==> src/assert_macros.svh <==
// Assertion macros used by the back end of the segmenter.
`ifndef ASSERT_MACROS_SVH
`define ASSERT_MACROS_SVH

// Property checked on every rising edge of clk, disabled while rst is high.
`define ASSERT_AT(label, prop, msg) \
  label: assert property (@(posedge clk) disable iff (rst) prop) else $error(msg);

// Condition that must never hold on a rising edge of clk.
`define ASSERT_NEVER(label, cond, msg) \
  `ASSERT_AT(label, !(cond), msg)

`endif

==> src/tsws_pkg.sv <==
// Types and constants shared by the TCP send window segmenter modules.
package tsws_pkg;

  localparam int WIN_W = 16;
  localparam int SEQ_W = 32;
  localparam int LEN_W = 24;
  localparam int BUF_W = 5;
  localparam int MSS_W = 16;
  localparam int CNT_W = 5;
  localparam int BURST_CAP = 16;
  localparam int QUEUE_DEPTH = 2;
  localparam int QPTR_W = 1;

  localparam logic [MSS_W-1:0] MSS_RESET = 16'd1460;

  localparam logic [1:0] FUNC_INIT   = 2'd0;
  localparam logic [1:0] FUNC_UPDATE = 2'd1;
  localparam logic [1:0] FUNC_LOAD   = 2'd2;
  localparam logic [1:0] FUNC_SEND   = 2'd3;

  typedef enum logic [1:0] {
    CMD_INIT,
    CMD_UPDATE,
    CMD_LOAD,
    CMD_SEND
  } cmd_kind_t;

  typedef struct packed {
    cmd_kind_t         kind;
    logic [WIN_W-1:0]  window_size;
    logic [SEQ_W-1:0]  peer_seq;
    logic [SEQ_W-1:0]  peer_ack;
    logic [SEQ_W-1:0]  start_seq;
    logic [LEN_W-1:0]  data_length;
    logic [BUF_W-1:0]  buffers_free;
    logic              probe_allowed;
  } cmd_t;

  typedef struct packed {
    logic not_empty;
    logic full;
  } qstat_t;

endpackage

==> src/tcp_send_window_segmenter_unit.sv <==
// Top level of the TCP send window segmenter.
//
//   channel | direction | handshake            | payload
//   in      | input     | in_valid / in_stall  | func, window_size, peer_seq, peer_ack,
//           |           |                      | start_seq, data_length, buffers_free,
//           |           |                      | probe_allowed
//   out     | output    | out_valid/out_stall  | segment_seq, segment_length, push_flag,
//           |           |                      | last_segment
//   cfg     | input     | cfg_we               | cfg_wdata (max_segment_size)
//
// A transaction is held in the input register, then waits in a two-entry queue.
// The back end takes window and length commands straight from the queue head; a send
// attempt emits segments one after another, bounded by the burst limit.
// Reset clears the connection state and sets the maximum segment size to 1460.
// A stalled output holds the back end; the queue lets the front keep accepting until it fills.
module tcp_send_window_segmenter_unit import tsws_pkg::*; #(
  parameter int MAX_BURST = 16
) (
  input  logic              clk,
  input  logic              rst,
  input  logic              cfg_we,
  input  logic [MSS_W-1:0]  cfg_wdata,
  input  logic              in_valid,
  output logic              in_stall,
  input  logic [1:0]        func,
  input  logic [WIN_W-1:0]  window_size,
  input  logic [SEQ_W-1:0]  peer_seq,
  input  logic [SEQ_W-1:0]  peer_ack,
  input  logic [SEQ_W-1:0]  start_seq,
  input  logic [LEN_W-1:0]  data_length,
  input  logic [BUF_W-1:0]  buffers_free,
  input  logic              probe_allowed,
  output logic              out_valid,
  input  logic              out_stall,
  output logic [SEQ_W-1:0]  segment_seq,
  output logic [WIN_W-1:0]  segment_length,
  output logic              push_flag,
  output logic              last_segment
);

  logic [MSS_W-1:0] mss;
  qstat_t           qstat;
  logic             push;
  logic             pop;
  cmd_t             front_cmd;
  cmd_t             head;

  always_ff @(posedge clk) begin
    if (rst) begin
      mss <= MSS_RESET;
    end else if (cfg_we) begin
      mss <= cfg_wdata;
    end
  end

  tsws_front u_front (
    .clk           (clk),
    .rst           (rst),
    .in_valid      (in_valid),
    .in_stall      (in_stall),
    .func          (func),
    .window_size   (window_size),
    .peer_seq      (peer_seq),
    .peer_ack      (peer_ack),
    .start_seq     (start_seq),
    .data_length   (data_length),
    .buffers_free  (buffers_free),
    .probe_allowed (probe_allowed),
    .qstat         (qstat),
    .push          (push),
    .cmd           (front_cmd)
  );

  tsws_queue u_queue (
    .clk    (clk),
    .rst    (rst),
    .push   (push),
    .wr_cmd (front_cmd),
    .pop    (pop),
    .head   (head),
    .qstat  (qstat)
  );

  tsws_back #(
    .MAX_BURST (MAX_BURST)
  ) u_back (
    .clk            (clk),
    .rst            (rst),
    .mss            (mss),
    .qstat          (qstat),
    .head           (head),
    .pop            (pop),
    .out_valid      (out_valid),
    .out_stall      (out_stall),
    .segment_seq    (segment_seq),
    .segment_length (segment_length),
    .push_flag      (push_flag),
    .last_segment   (last_segment)
  );

endmodule

==> src/tsws_front.sv <==
// Front end: registers incoming transactions and classifies them into commands.
module tsws_front import tsws_pkg::*; (
  input  logic              clk,
  input  logic              rst,
  input  logic              in_valid,
  output logic              in_stall,
  input  logic [1:0]        func,
  input  logic [WIN_W-1:0]  window_size,
  input  logic [SEQ_W-1:0]  peer_seq,
  input  logic [SEQ_W-1:0]  peer_ack,
  input  logic [SEQ_W-1:0]  start_seq,
  input  logic [LEN_W-1:0]  data_length,
  input  logic [BUF_W-1:0]  buffers_free,
  input  logic              probe_allowed,
  input  qstat_t            qstat,
  output logic              push,
  output cmd_t              cmd
);

  logic      hold_valid;
  logic      accept;
  cmd_kind_t kind;

  assign push     = hold_valid && !qstat.full;
  assign in_stall = hold_valid && qstat.full;
  assign accept   = in_valid && !in_stall;

  always_comb begin
    unique case (func)
      FUNC_INIT:   kind = CMD_INIT;
      FUNC_UPDATE: kind = CMD_UPDATE;
      FUNC_LOAD:   kind = CMD_LOAD;
      FUNC_SEND:   kind = CMD_SEND;
      default:     kind = CMD_SEND;
    endcase
  end

  always_ff @(posedge clk) begin
    if (rst) begin
      hold_valid <= 1'b0;
    end else if (accept) begin
      hold_valid <= 1'b1;
    end else if (push) begin
      hold_valid <= 1'b0;
    end
    if (accept) begin
      cmd.kind          <= kind;
      cmd.window_size   <= window_size;
      cmd.peer_seq      <= peer_seq;
      cmd.peer_ack      <= peer_ack;
      cmd.start_seq     <= start_seq;
      cmd.data_length   <= data_length;
      cmd.buffers_free  <= buffers_free;
      cmd.probe_allowed <= probe_allowed;
    end
  end

endmodule

==> src/tsws_queue.sv <==
// Short command queue between the front end and the segmenting back end.
module tsws_queue import tsws_pkg::*; (
  input  logic   clk,
  input  logic   rst,
  input  logic   push,
  input  cmd_t   wr_cmd,
  input  logic   pop,
  output cmd_t   head,
  output qstat_t qstat
);

  cmd_t              entries [QUEUE_DEPTH];
  logic [QPTR_W-1:0] wr_ptr;
  logic [QPTR_W-1:0] rd_ptr;
  logic [QPTR_W:0]   count;
  logic              do_push;
  logic              do_pop;

  assign qstat.full      = (count == (QPTR_W+1)'(QUEUE_DEPTH));
  assign qstat.not_empty = (count != '0);
  assign do_push = push && !qstat.full;
  assign do_pop  = pop && qstat.not_empty;
  assign head    = entries[rd_ptr];

  always_ff @(posedge clk) begin
    if (rst) begin
      wr_ptr <= '0;
      rd_ptr <= '0;
      count  <= '0;
    end else begin
      if (do_push) begin
        wr_ptr <= wr_ptr + 1'b1;
      end
      if (do_pop) begin
        rd_ptr <= rd_ptr + 1'b1;
      end
      if (do_push && !do_pop) begin
        count <= count + 1'b1;
      end else if (do_pop && !do_push) begin
        count <= count - 1'b1;
      end
    end
    if (do_push) begin
      entries[wr_ptr] <= wr_cmd;
    end
  end

endmodule

==> src/tsws_back.sv <==
// Back end: connection state, window update checks and the segmenting loop.
`include "assert_macros.svh"
module tsws_back import tsws_pkg::*; #(
  parameter int MAX_BURST = 16
) (
  input  logic              clk,
  input  logic              rst,
  input  logic [MSS_W-1:0]  mss,
  input  qstat_t            qstat,
  input  cmd_t              head,
  output logic              pop,
  output logic              out_valid,
  input  logic              out_stall,
  output logic [SEQ_W-1:0]  segment_seq,
  output logic [WIN_W-1:0]  segment_length,
  output logic              push_flag,
  output logic              last_segment
);

  localparam int LIMIT = (MAX_BURST < BURST_CAP) ? MAX_BURST : BURST_CAP;
  localparam logic [CNT_W-1:0] LIMIT_C = CNT_W'(LIMIT);

  typedef enum logic {ST_TAKE, ST_SEG} state_t;

  state_t            st;
  logic [WIN_W-1:0]  send_window;
  logic [SEQ_W-1:0]  wu_seq;
  logic [SEQ_W-1:0]  wu_ack;
  logic [SEQ_W-1:0]  next_seq;
  logic [LEN_W-1:0]  pending_bytes;
  logic [BUF_W-1:0]  bufs;
  logic              probe;
  logic [CNT_W-1:0]  cnt;
  logic              first;

  logic              out_free;
  logic              stale;
  logic [WIN_W-1:0]  win_or_pend;
  logic [WIN_W-1:0]  seg_len;
  logic [LEN_W-1:0]  pend_after;
  logic [WIN_W-1:0]  win_after;
  logic [CNT_W-1:0]  cnt_inc;
  logic              probe_case;
  logic              probe_go;
  logic              go;
  logic              seg_last;
  logic              emit;

  function automatic logic serial_before(logic [SEQ_W-1:0] a, logic [SEQ_W-1:0] b);
    logic [SEQ_W-1:0] diff;
    diff = a - b;
    return diff[SEQ_W-1];
  endfunction

  assign out_free = !out_valid || !out_stall;
  assign pop      = (st == ST_TAKE) && qstat.not_empty;

  assign stale = serial_before(head.peer_seq, wu_seq) ||
                 ((head.peer_seq == wu_seq) && serial_before(head.peer_ack, wu_ack));

  // Segment length is min(window, pending, MSS); a probe is always one byte.
  assign win_or_pend = (pending_bytes < {{(LEN_W-WIN_W){1'b0}}, send_window}) ?
                       pending_bytes[WIN_W-1:0] : send_window;
  assign probe_case  = first && (send_window == '0);
  assign seg_len     = probe_case ? WIN_W'(1) : ((mss < win_or_pend) ? mss : win_or_pend);
  assign pend_after  = pending_bytes - {{(LEN_W-WIN_W){1'b0}}, seg_len};
  assign win_after   = send_window - seg_len;
  assign cnt_inc     = cnt + 1'b1;

  assign probe_go = probe_case && (pending_bytes != '0) && probe && (bufs != '0);
  assign go       = !probe_case && (pending_bytes != '0) && (send_window != '0) &&
                    (cnt < LIMIT_C) && ({1'b0, cnt} < {1'b0, bufs}) && (mss != '0);
  assign seg_last = !((pend_after != '0) && (win_after != '0) && (cnt_inc < LIMIT_C) &&
                      (cnt_inc < bufs));
  assign emit     = (st == ST_SEG) && out_free && (probe_go || go);

  always_ff @(posedge clk) begin
    if (rst) begin
      st            <= ST_TAKE;
      out_valid     <= 1'b0;
      send_window   <= '0;
      wu_seq        <= '0;
      wu_ack        <= '0;
      next_seq      <= '0;
      pending_bytes <= '0;
      cnt           <= '0;
      first         <= 1'b0;
    end else begin
      if (out_valid && !out_stall) begin
        out_valid <= 1'b0;
      end
      unique case (st)
        ST_TAKE: begin
          if (pop) begin
            unique case (head.kind)
              CMD_INIT: begin
                send_window <= head.window_size;
                wu_seq      <= head.peer_seq;
                wu_ack      <= head.peer_ack;
                next_seq    <= head.start_seq;
              end
              CMD_UPDATE: begin
                if (!stale) begin
                  send_window <= head.window_size;
                  wu_seq      <= head.peer_seq;
                  wu_ack      <= head.peer_ack;
                end
              end
              CMD_LOAD: begin
                pending_bytes <= head.data_length;
              end
              CMD_SEND: begin
                bufs  <= head.buffers_free;
                probe <= head.probe_allowed;
                cnt   <= '0;
                first <= 1'b1;
                st    <= ST_SEG;
              end
              default: begin
                st <= ST_TAKE;
              end
            endcase
          end
        end
        ST_SEG: begin
          if (out_free) begin
            first <= 1'b0;
            if (emit) begin
              out_valid      <= 1'b1;
              segment_seq    <= next_seq;
              segment_length <= seg_len;
              push_flag      <= (pend_after == '0);
              last_segment   <= probe_case || seg_last;
              pending_bytes  <= pend_after;
              next_seq       <= next_seq + {{(SEQ_W-WIN_W){1'b0}}, seg_len};
              cnt            <= cnt_inc;
              if (!probe_case) begin
                send_window <= win_after;
              end
              if (probe_case || seg_last) begin
                st <= ST_TAKE;
              end
            end else begin
              st <= ST_TAKE;
            end
          end
        end
        default: begin
          st <= ST_TAKE;
        end
      endcase
    end
  end

  `ASSERT_AT(a_len_nonzero, out_valid |-> (segment_length != '0), "segment of zero bytes")
  `ASSERT_AT(a_push_empties, (emit && (pend_after == '0)) |=> (pending_bytes == '0), "push flag with bytes left")
  `ASSERT_AT(a_fits_window, (emit && !probe_case) |-> (seg_len <= send_window), "segment exceeds window")
  `ASSERT_NEVER(a_burst_bound, cnt > LIMIT_C, "burst count beyond limit")

endmodule

==> config.mk <==
export PLATFORM = sky130hd
export DESIGN_NAME = tcp_send_window_segmenter_unit
export DESIGN_NICKNAME = d
export VERILOG_FILES = /design/src/tsws_pkg.sv /design/src/tcp_send_window_segmenter_unit.sv /design/src/tsws_front.sv /design/src/tsws_queue.sv /design/src/tsws_back.sv
export VERILOG_INCLUDE_DIRS = /design/src /design/src/src
export SDC_FILE = /design/constraint.sdc
export NUM_CORES = 1
export LEC_CHECK = 0
export BUFFER_PORTS_ARGS = -buffer_cell sky130_fd_sc_hd__buf_2
export CAP_MARGIN = 30
export CORE_ASPECT_RATIO = 1.25
export CORE_UTILIZATION = 25
export DETAILED_ROUTE_END_ITERATION = 16
export PLACE_DENSITY = 0.51
export SYNTH_ARGS = -nofsm -noshare
export SYNTH_HDL_FRONTEND = slang
export SYNTH_SLANG_ARGS = --single-unit
==> constraint.sdc <==
create_clock -name clk -period 9.9 [get_ports clk]
set_input_delay 0.495 -clock clk [delete_from_list [all_inputs] [get_ports clk]]
set_output_delay 0.495 -clock clk [all_outputs]
set_load 0.1 [all_outputs]
==> impl_metrics.tcl, run 1 <==
set metrics [dict create \
    outcome "complete, no violations" \
    synth.area.top_cells "sky130_fd_sc_hd__edfxtp_1, sky130_fd_sc_hd__dfxtp_1, sky130_fd_sc_hd__ha_1" \
    leakagePower_uw 0.01274 \
    seq_cells_post_synth 654 \
    final_layout_size_suffix_gt1_share_pct 17.63 \
    multi_input_combinational_cell_area_mm2 0.009910 \
    fin_util_pct 30.44 \
    yosysMostFrequentCell "sky130_fd_sc_hd__edfxtp_1" \
    timing.critical_path.to "u_back.last_segment" \
    area_growth_syn_to_layout_pct 20.48 \
    crit_path_arrival_time_ps 8560 \
    setup.worst_path.class "flop to flop" \
    grt_max_degree 93 \
    gr-usage-met3_pct 2.395 \
    grt.busiest_layer "met2" \
    global_route.usage.total_pct 13.11 \
    cp_data_required_time_ps 10400 \
    insertion_delay_ps 630 \
    cts_repair_resize_count 0 \
    ctsLongestPathBuffers 3 \
    drt_wl_total_mm 76.07 \
    synth.area.mux_share_pct 6.334 \
    r2r.worst_path.cells 30 \
    placement.io_buffers 216 \
    hold_path_class "input pin to flop" \
    asyncSetResetFlopFracSynth_pct 0 \
    route.vias.total 18190 \
    place_hpwl_mm 53.46 \
    number_of_distinct_library_cells_after_synthesis 80 \
    syn_avg_cell_area_um2 12.73 \
    basic_gate_share_of_the_synthesized_area_counting_and_or_nand_and_nor_cells_pct 9.228 \
    startpoint "u_back.send_window[1]" \
    power.density_cell_area_mw_per_mm2 334.3 \
    top_area_cell_type_share_of_the_netlist_area_pct 51.13 \
    synth_fa_ha_area_share_pct 6.670 \
    starting_drt_drc_count 932 \
    synth.cells.most_frequent "sky130_fd_sc_hd__edfxtp_1, sky130_fd_sc_hd__nor2_1, sky130_fd_sc_hd__dfxtp_1, sky130_fd_sc_hd__ha_1, sky130_fd_sc_hd__a21oi_1" \
    rows 138 \
    antenna_cells_inserted 0 \
    final_area_mm2 0.03453 \
    synth_xor_xnor_area_share_pct 1.523 \
    tightest_slew_ps 977.0 \
    grt_overflow_total 0 \
    skew_ps 28.42 \
    detailed_place.area_mm2 0.03145 \
    post-place-cells 3865 \
    met2_usage_pct 23.72 \
    fillerInstances 11440 \
    cpPeakStageDelay_ps 680 \
    synth_top_family_by_area "compound AO/OA/AOI/OAI gates" \
    worst_setup_path_start_kind "flop" \
    grt_setup_unrepaired "false" \
    critical_path.max_fanout 15 \
    synth_cells 2251 \
    globalplace.congestion 0.8505 \
    die-height_um 380.6 \
    synth.net_count 2567 \
    finalHoldViolCount 0 \
    synth_sequential_area_ratio_pct 62.72 \
    timing.reg2reg.setup_slack_ps 1850 \
    ff_latch_area_mm2 0.01798 \
    synth_area_mm2 0.02866 \
    core_footprint_mm2 0.1134 \
    grt_antenna_before_repair 15 \
    die_w_um 304.9 \
    clkTransAtPathRegs_ps 60 \
    synth_enable_flop_cells 488 \
    drt-pass1-iter-count 5 \
    finalNonFillerCells 4073 \
    setup-tns-final_ps 0 \
    ys.flop_type "sky130_fd_sc_hd__edfxtp_1" \
    cts_tree "yes" \
    min_period_over_period_pct 81.36 \
    nets 2856 \
    critical_path.reg2reg.startpoint "u_back.send_window[1]" \
    die-area_mm2 0.1160 \
    htreeDepth 3 \
    yosysWarningCount 0 \
    setup_viol 0 \
    floorplan.initialDensity_pct 25.27 \
    first_global_vias 18580 \
    grt_util_met1_pct 15.46 \
    detailed_route_drc_error_count 0 \
    fmax_ghz 0.1241 \
    hold_buffers 68 \
    cts_root_buffer "sky130_fd_sc_hd__clkbuf_16" \
    number_of_nets_with_antenna_violations_after_detailed_routing 0 \
    timing.critical_path.slowest_stage_cell "sky130_fd_sc_hd__o31ai_4" \
    tritoncts.num_buffers 75 \
    cap_viol_max_count 0 \
    timing.rr.end "u_back.last_segment" \
    grt_first_pass_wirelength_mm 114.9 \
    routed_via_density 4.467 \
    timing.critical_path.to_type "flop" \
    cts_sinks 654 \
    timing.final.max_slew_violations 0 \
    timing.slew.headroom_pct 34.47 \
    synth_area_leader_cell "sky130_fd_sc_hd__edfxtp_1" \
    route.detailed.wl_per_inst_um 18.68 \
    final.min_clock_period_ps 8055 \
    synth_compound_area_share_pct 10.61 \
    ioPinCount 217 \
    power.ir.vdd_worst_v 0.0001715 \
    post-cts-setup-buffers 0 \
]
[power breakdown]
group | internal, µW | switching (µW)
registers | 3390 | 286
logic | 1910 | 3270
clock network | 1540 | 1160
total | 6830 | 4710
[cells by family after synthesis]
| family | Yosys count |
|---|---|
| compound gates | 457 |
| xor+xnor | 49 |
| fa+ha+maj | 151 |
| buf+inv | 215 |
| flops | 654 |
| mux | 172 |
| simple gates | 553 |
[worst max-delay path: cells and delay by family (launching register included)]
family / cells / cell delay, ps
compound gates: 9 / 2610
buf+inv: 3 / 630
simple gates: 11 / 2160
fa+ha+maj: 4 / 1280
flops: 1 / 550
mux: 2 / 450
xor+xnor: 1 / 210
[per-layer routing]
metal | vias to the layer above | wire [µm]
met4 | 14 | 1989
met3 | 124 | 3118
met5 | - | 87
met1 | 8754 | 32010
li1 | 8983 | -
met2 | 318 | 38860
[cell type report]
class                   count  share of cell area, %
flip-flops and latches    654                  52.08
multi-input cells        1382                  28.70
clock buffers             102                  5.902
repair buffers            309                  5.663
well taps                1470                  5.326
inverters                 118                  1.283
clock inverters            38                  1.051
[flip-flops by register name (all words and copies together), names as in the netlist, 2 cells and up, named ones only]
name,count
u_back.segment_seq,32
u_queue.entries,288
u_back.cnt,5
u_back.pending_bytes,24
u_back.wu_ack,32
u_back.send_window,16
mss,16
u_back.segment_length,16
u_back.next_seq,32
u_queue.count,2
u_front.cmd,144
u_back.wu_seq,32
u_back.bufs,5
[how the worst min path moves through the flow]
stage / cells after the start / from / end
5_1_grt: 1 / start_seq[15] / u_front.cmd[45]
6_report: 1 / start_seq[8] / u_front.cmd[38]
4_1_cts: 1 / start_seq[14] / u_front.cmd[44]
3_5_place_dp: 0 / u_front.cmd[4] / u_queue.entries[0][4]
2_1_floorplan: 0 / u_front.cmd[0] / u_queue.entries[0][0]
3_3_place_gp: 0 / u_front.cmd[2] / u_queue.entries[0][2]
[stage by stage]
step           hold slack (ps)  setup slack [ps]  power [µW]
3_3_place_gp             422.3              1803        8899
4_1_cts                 0.4932              1851       11710
6_report                 44.27              1845       11540
5_1_grt                  14.34              1196       12400
3_5_place_dp             429.0              1881        8892
2_1_floorplan            421.5              1895        7425
[cell usage in the layout (no fill, tap or decap), types with 20 or more instances in the layout]
cell type                       count
sky130_fd_sc_hd__a211oi_1         119
sky130_fd_sc_hd__a21o_1            40
sky130_fd_sc_hd__a21oi_1          121
sky130_fd_sc_hd__buf_2            215
sky130_fd_sc_hd__buf_4             25
sky130_fd_sc_hd__clkbuf_1          21
sky130_fd_sc_hd__clkbuf_16         75
sky130_fd_sc_hd__dfxtp_1          164
sky130_fd_sc_hd__dlygate4sd3_1     68
sky130_fd_sc_hd__edfxtp_1         488
sky130_fd_sc_hd__ha_1             148
sky130_fd_sc_hd__inv_1            118
sky130_fd_sc_hd__mux2_2            71
sky130_fd_sc_hd__mux2i_1          100
sky130_fd_sc_hd__nand2_1          104
sky130_fd_sc_hd__nand3_1           28
sky130_fd_sc_hd__nand4_1           22
sky130_fd_sc_hd__nor2_1           223
sky130_fd_sc_hd__nor2b_1           38
sky130_fd_sc_hd__nor3_1            32
sky130_fd_sc_hd__nor4_1            21
sky130_fd_sc_hd__o21ai_0           72
sky130_fd_sc_hd__xnor2_1           28
sky130_fd_sc_hd__xor2_1            20
Note: power is estimated with default switching activity, not from simulation.
==> inputs of run 2 (changes only) <==
--- a/config.mk
+++ b/config.mk
@@ -11,7 +11,7 @@
 export CORE_ASPECT_RATIO = 1.25
 export CORE_UTILIZATION = 25
 export DETAILED_ROUTE_END_ITERATION = 16
-export PLACE_DENSITY = 0.51
+export PLACE_DENSITY = 0.52
 export SYNTH_ARGS = -nofsm -noshare
 export SYNTH_HDL_FRONTEND = slang
 export SYNTH_SLANG_ARGS = --single-unit
==> constraint.sdc (replaced) <==
create_clock -name clk -period 7.2 [get_ports clk]
set_input_delay 0.36 -clock clk [delete_from_list [all_inputs] [get_ports clk]]
set_output_delay 0.36 -clock clk [all_outputs]
set_load 0.1 [all_outputs]
==> run 2 against run 1 <==
  * Worst hold slack lost 7.1 ps
  * Clock skew shrank 7.7 ps
  * Critical path type unchanged
  * Register-to-register slack lost 1500 ps
  * Non-clock buffer count grew 157
  * Clock power grew 46%
  * First-iteration DRC count shrank 1.8%
  * Critical endpoint is now u_back.st
  * Power grew 47%
  * Die area is the same
==> impl_metrics.tcl, run 2 (synthesis gave the netlist of run 1 again) <==
set metrics [dict create \
    outcome "complete, no violations" \
    timing.slew.headroom_pct 39.17 \
    detailed_place.area_mm2 0.03195 \
    tightest_slew_ps 912.4 \
    ctsLongestPathBuffers 3 \
    timing.critical_path.to_type "flop" \
    met2_length_mm 39.84 \
    clkTransAtPathRegs_ps 60 \
    post-place-cells 3924 \
    number_of_nets_with_antenna_violations_after_detailed_routing 0 \
    die-area_mm2 0.1160 \
    max_flop_register "u_queue.entries" \
    insertion_delay_ps 630 \
    cts_root_buffer "sky130_fd_sc_hd__clkbuf_16" \
    grt_setup_unrepaired "false" \
    p_int_uw 10210 \
    worstHoldPathCells 3 \
    finalHoldViolCount 0 \
    route.vias.total 18740 \
    route.detailed.wl_per_inst_um 18.40 \
    largest_register_ffs 288 \
    r2r.worst_path.cells 31 \
    hold-path-endpoint "mss[13]" \
    placement.io_buffers 216 \
    timing.rr.end "u_back.st" \
    top_library_cells_by_usage_in_the_layout_fill_and_taps_aside "sky130_fd_sc_hd__edfxtp_1, sky130_fd_sc_hd__nor2_1, sky130_fd_sc_hd__buf_2, sky130_fd_sc_hd__dlygate4sd3_1, sky130_fd_sc_hd__dfxtp_1" \
    drt_wl_total_mm 77.89 \
    largestRegisters "u_queue.entries (288), u_front.cmd (144)" \
    hold_path_class "input pin to flop" \
    hold_start "cfg_wdata[13]" \
    crit_path_arrival_time_ps 7300 \
    routed.top_layer "met5" \
    power.density_cell_area_mw_per_mm2 466.0 \
    ioPinCount 217 \
    finalNonFillerCells 4233 \
    timing.reg2reg.setup_slack_ps 390 \
    power.switching_uw 6723 \
    timing.final.max_slew_violations 0 \
    final_area_mm2 0.03632 \
    setup-tns-final_ps 0 \
    nets 3013 \
    final.min_clock_period_ps 6812 \
    critical_path_most_common_cell "sky130_fd_sc_hd__buf_4" \
    first_global_vias 19210 \
    drt-pass1-iter-count 4 \
    setup_viol 0 \
    cpPeakStageDelay_ps 520 \
    min_period_over_period_pct 94.61 \
    fmax_ghz 0.1468 \
    rows 138 \
    die-height_um 380.6 \
    grt_first_pass_wirelength_mm 117.1 \
    grt_overflow_total 0 \
    crit_buf_inv 6 \
    cts_sinks 654 \
    critical_path.reg2reg.startpoint "u_back.pending_bytes[13]" \
    detailroute.wirelength.met3_mm 3.062 \
    power_uw 16930 \
    routed_via_density 4.427 \
    drt-met1-wl_mm 32.34 \
    area_growth_syn_to_layout_pct 26.72 \
    final_layout_size_suffix_gt1_share_pct 20.73 \
    grt_max_degree 145 \
    cp_data_required_time_ps 7690 \
    place_hpwl_mm 54.47 \
    globalplace.congestion 0.9144 \
    grt_antenna_before_repair 17 \
    p_clk_share_pct 23.3 \
    critical_path.max_fanout 17 \
    final_common_cell "sky130_fd_sc_hd__edfxtp_1" \
    htreeDepth 3 \
    share_comb_of_total_power_pct 47.2 \
    die_w_um 304.9 \
    leakagePower_uw 0.01353 \
    worst_setup_path_start_kind "flop" \
    power.ir.vdd_worst_v 0.0003204 \
    skew_ps 20.72 \
    tritoncts.num_buffers 75 \
    power_switching_share_pct 39.71 \
    timing.critical_path.slowest_stage_cell "sky130_fd_sc_hd__dfxtp_1" \
    floorplan.initialDensity_pct 25.27 \
    worst_path_dominant_cell_family "compound AO/OA/AOI/OAI gates" \
    sequential_group_share_of_total_power_pct 29.5 \
    cts_tree "yes" \
    starting_drt_drc_count 915 \
    cap_viol_max_count 0 \
    global_route.usage.total_pct 13.32 \
    detailed_route_drc_error_count 0 \
    setup.worst_path.class "flop to flop" \
    core_footprint_mm2 0.1134 \
]
==> run 2: changes by cell type in the layout (fill, tap and decap cells not counted), moves of 4 or more <==
cell and delta:
sky130_fd_sc_hd__dfxtp_1 -12, sky130_fd_sc_hd__buf_4 +59, sky130_fd_sc_hd__clkinv_1 +6, sky130_fd_sc_hd__mux2i_2 +6, sky130_fd_sc_hd__mux2i_1 -6, sky130_fd_sc_hd__buf_12 +4, sky130_fd_sc_hd__o21ai_1 +6, sky130_fd_sc_hd__dfxtp_2 +12
sky130_fd_sc_hd__o21ai_0 -8, sky130_fd_sc_hd__bufinv_16 +6, sky130_fd_sc_hd__diode_2 +4, sky130_fd_sc_hd__clkbuf_1 -13, sky130_fd_sc_hd__dlygate4sd3_1 +93
==> run 2: power by group through the flow <==
stage	Sequential [µW]	Clock, µW	Combinational [µW]
after global routing	5050	4240	8790
after floorplan	5110	0	5080
after CTS	4990	4110	7830
final	4990	3950	7990
after global placement	5060	0	7730
after detailed placement	5070	0	7730
==> run 2: how the worst max path moves through the flow <==
stage,end,depth (start not counted),from
floorplan,u_back.last_segment,33,u_back.send_window[7]
global placement,u_back.last_segment,32,u_back.send_window[15]
detailed placement,u_back.last_segment,32,u_back.send_window[15]
CTS,u_back.last_segment,32,u_back.send_window[15]
global route,u_back.last_segment,30,u_back.send_window[15]
finish,u_back.st,31,u_back.pending_bytes[13]
==> run 2: area by class of cell <==
cell class / instances / area (µm²)
Antenna cell: 4 / 10.01
Multi-Input combinational cell: 1382 / 10050
Tap cell: 1470 / 1839
Fill cell: 11310 / 77120
Clock buffer: 92 / 2053
Inverter: 118 / 442.9
Timing Repair Buffer: 466 / 3421
Clock inverter: 47 / 505.5
Sequential cell: 654 / 18000
==> run 2: worst register-to-register path: cells and delay by family, from the launching register on <==
kind,cells,cell delay (ps)
flops,1,520
mux,1,160
simple gates,9,1210
compound gates,12,2710
buf+inv,6,1080
fa+ha+maj,3,990
==> run 2: what timing repair did <==
| item | 4_1_cts | 5_1_grt |
|---|---|---|
| hold buffers | 161 | 0 |
| endpoints found under the setup margin | 0 | 20 |
| gates resized for setup | 0 | 52 |
| buffers inserted | 0 | 4 |
| endpoints found under the hold margin | 161 | 0 |
==> run 2: through the flow <==
stage / utilization [%] / setup WS, ps / hold WS (ps)
floorplan: - / 214.5 / 421.5
global placement: 28.16 / 168.2 / 424.1
detailed placement: 28.16 / 133.3 / 429.6
CTS: 31.84 / 85.16 / 29.90
global route: 32.02 / 18.73 / 58.66
finish: 32.02 / 388.3 / 37.15
==> run 2: layer usage <==
metal	vias to the layer above	track usage (%)
li1	9292	-
met1	8943	15.51
met2	349	24.09
met3	140	2.272
met4	16	5.210
met5	-	0
==> inputs of run 3 (changes only) <==
==> constraint.sdc (replaced) <==
create_clock -name clk -period 5.7 [get_ports clk]
set_input_delay 0.285 -clock clk [delete_from_list [all_inputs] [get_ports clk]]
set_output_delay 0.285 -clock clk [all_outputs]
set_load 0.1 [all_outputs]
==> run 3 against run 2 <==
  * The run now ends with setup timing left
  * Largest cell class unchanged
  * Die area stayed put
  * Global-route usage up 0.39 points
  * Utilization is 3.0 points higher
  * Sequential cell count is the same
  * Sequential share of layout area down 4.2 points
  * Cell count increased by 5.5%
  * Largest power group unchanged
  * Register-to-register slack lost 1200 ps
==> impl_metrics.tcl, run 3 (synthesis gave the netlist of run 1 again) <==
set metrics [dict create \
    outcome "finished with violations" \
    violations "setup timing" \
    critical_path.reg2reg.startpoint "u_back.send_window[5]" \
    ioPinCount 217 \
    r2r.worst_path.cells 34 \
    place_hpwl_mm 56.94 \
    cts_sinks 654 \
    route.vias.total 19820 \
    drt-pass1-iter-count 5 \
    power_uw 26430 \
    timing.slew.headroom_pct 38.56 \
    fin_util_pct 34.98 \
    cp_data_required_time_ps 6210 \
    drt_wl_total_mm 81.25 \
    min_period_over_period_pct 114.7 \
    hold_path_class "input pin to flop" \
    grt_overflow_total 0 \
    nets 3250 \
    cts_tree "yes" \
    cpPeakStageDelay_ps 410 \
    post-place-cells 4109 \
    skew_ps 32.61 \
    grt_setup_unrepaired "true" \
    timing.critical_path.slowest_stage_cell "sky130_fd_sc_hd__or4_1" \
    max_flop_register "u_queue.entries" \
    final.min_clock_period_ps 6540 \
    globalplace.congestion 0.9051 \
    timing.critical_path.to "u_back.last_segment" \
    largestRegisters "u_queue.entries (288), u_front.cmd (144)" \
    route.detailed.wl_per_inst_um 18.19 \
    power.ir.vdd_worst_v 0.0003478 \
    crit_path_arrival_time_ps 7050 \
    cts_root_buffer "sky130_fd_sc_hd__clkbuf_16" \
    final_common_cell "sky130_fd_sc_hd__edfxtp_1" \
    startpoint "u_back.send_window[5]" \
    starting_drt_drc_count 886 \
    preCtsSetupSlack_ps -1186 \
    antenna_cells_inserted 0 \
    clkTransAtPathRegs_ps 60 \
    timing.rr.end "u_back.last_segment" \
    largest_register_ffs 288 \
    timing.final.max_slew_violations 0 \
    setup_viol 48 \
    finalNonFillerCells 4466 \
    setup.worst_path.class "flop to flop" \
    grt_max_degree 145 \
    setup-tns-final_ps -19280 \
    power.density_cell_area_mw_per_mm2 666.1 \
    worst_setup_path_start_kind "flop" \
    global_route.usage.total_pct 13.71 \
    leakagePower_uw 0.01502 \
    first_global_vias 20130 \
    critical_path.max_fanout 7 \
    ctsLongestPathBuffers 3 \
    number_of_nets_with_antenna_violations_after_detailed_routing 0 \
    grt_first_pass_wirelength_mm 120.3 \
    cap_viol_max_count 0 \
    top_library_cells_by_usage_in_the_layout_fill_and_taps_aside "sky130_fd_sc_hd__edfxtp_1, sky130_fd_sc_hd__buf_4, sky130_fd_sc_hd__buf_2, sky130_fd_sc_hd__nor2_1, sky130_fd_sc_hd__dlygate4sd3_1" \
    finalHoldViolCount 0 \
    detailed_route_drc_error_count 0 \
    routed_via_density 4.438 \
    grt_antenna_before_repair 10 \
    die_w_um 304.9 \
    timing.reg2reg.setup_slack_ps -840 \
    core_footprint_mm2 0.1134 \
    die-height_um 380.6 \
    htreeDepth 3 \
    area_growth_syn_to_layout_pct 38.43 \
    die-area_mm2 0.1160 \
    fmax_ghz 0.1529 \
    insertion_delay_ps 640 \
    floorplan.initialDensity_pct 25.27 \
    tritoncts.num_buffers 75 \
    placement.io_buffers 216 \
    setup_ws_ps -840.3 \
    timing.critical_path.to_type "flop" \
    critical_path_most_common_cell "sky130_fd_sc_hd__buf_6" \
    rows 138 \
    tightest_slew_ps 921.6 \
    final_layout_size_suffix_gt1_share_pct 33.28 \
]
## run 3: cell types whose count changed in the layout (fill, tap and decap cells not counted), moves of 27 or more
| cell | change |
|---|---|
| sky130_fd_sc_hd__buf_4 | +199 |
| sky130_fd_sc_hd__ha_1 | -36 |
| sky130_fd_sc_hd__ha_4 | +36 |
| sky130_fd_sc_hd__buf_6 | +33 |
| sky130_fd_sc_hd__o21ai_0 | -28 |
| sky130_fd_sc_hd__a21oi_1 | -27 |
## run 3: how the worst min path moves through the flow
stage,depth (start not counted),slack [ps],end,from
after floorplan,0,380,u_front.cmd[0],probe_allowed
after global placement,0,420,u_queue.entries[1][11],u_front.cmd[11]
after detailed placement,0,430,u_queue.entries[0][3],u_front.cmd[3]
after CTS,2,40,u_back.next_seq[10],rst
after global routing,2,80,u_back.next_seq[11],rst
final,2,70,u_back.next_seq[15],rst
## run 3: what timing repair did
action,CTS,global route
endpoints found under the hold margin,163,0
gates cloned,1,0
endpoints found under the setup margin,62,65
pin swaps,70,76
gates resized for setup,174,183
hold buffers,162,0
setup buffers,29,37
## run 3: layout make-up
cell class / instances / area, µm²
fill: 11080 / 73760
sequential: 654 / 18010
multi-input combinational: 1382 / 11520
timing repair buffer: 703 / 5366
clock buffer: 99 / 2121
tap: 1470 / 1839
inverter: 118 / 450.4
clock inverter: 40 / 370.4
## run 3: power by group
| group | leakage (µW) | internal [µW] | switching [µW] |
|---|---|---|---|
| Clock | 0.00121 | 2860 | 1980 |
| Sequential | 0.00593 | 5890 | 361 |
| Combinational | 0.00788 | 7540 | 7790 |
## run 3: critical path: cells and delay by family, from the launching register on
family / cells / cell delay [ps]
AOI/OAI and AO/OA: 10 / 1970
xor gates and xnor gates: 1 / 180
adders and majority gates: 3 / 850
buffers and inverters: 6 / 730
DFF: 1 / 330
muxes: 1 / 240
and+or+nand+nor: 13 / 2070
## run 3: stage by stage
step	hold slack (ps)	cell area (µm²)
final	74.86	39680
after global placement	423.7	33400
after CTS	41.24	38550
after detailed placement	429.0	33450
after floorplan	383.9	28770
after global routing	77.93	39680
## run 3: per-layer routing
layer  global-route usage [%]  wire (µm)
met4                    5.527       2758
met3                    2.055       3085
met5                        0         23
met2                    24.68      41790
met1                    16.18      33590
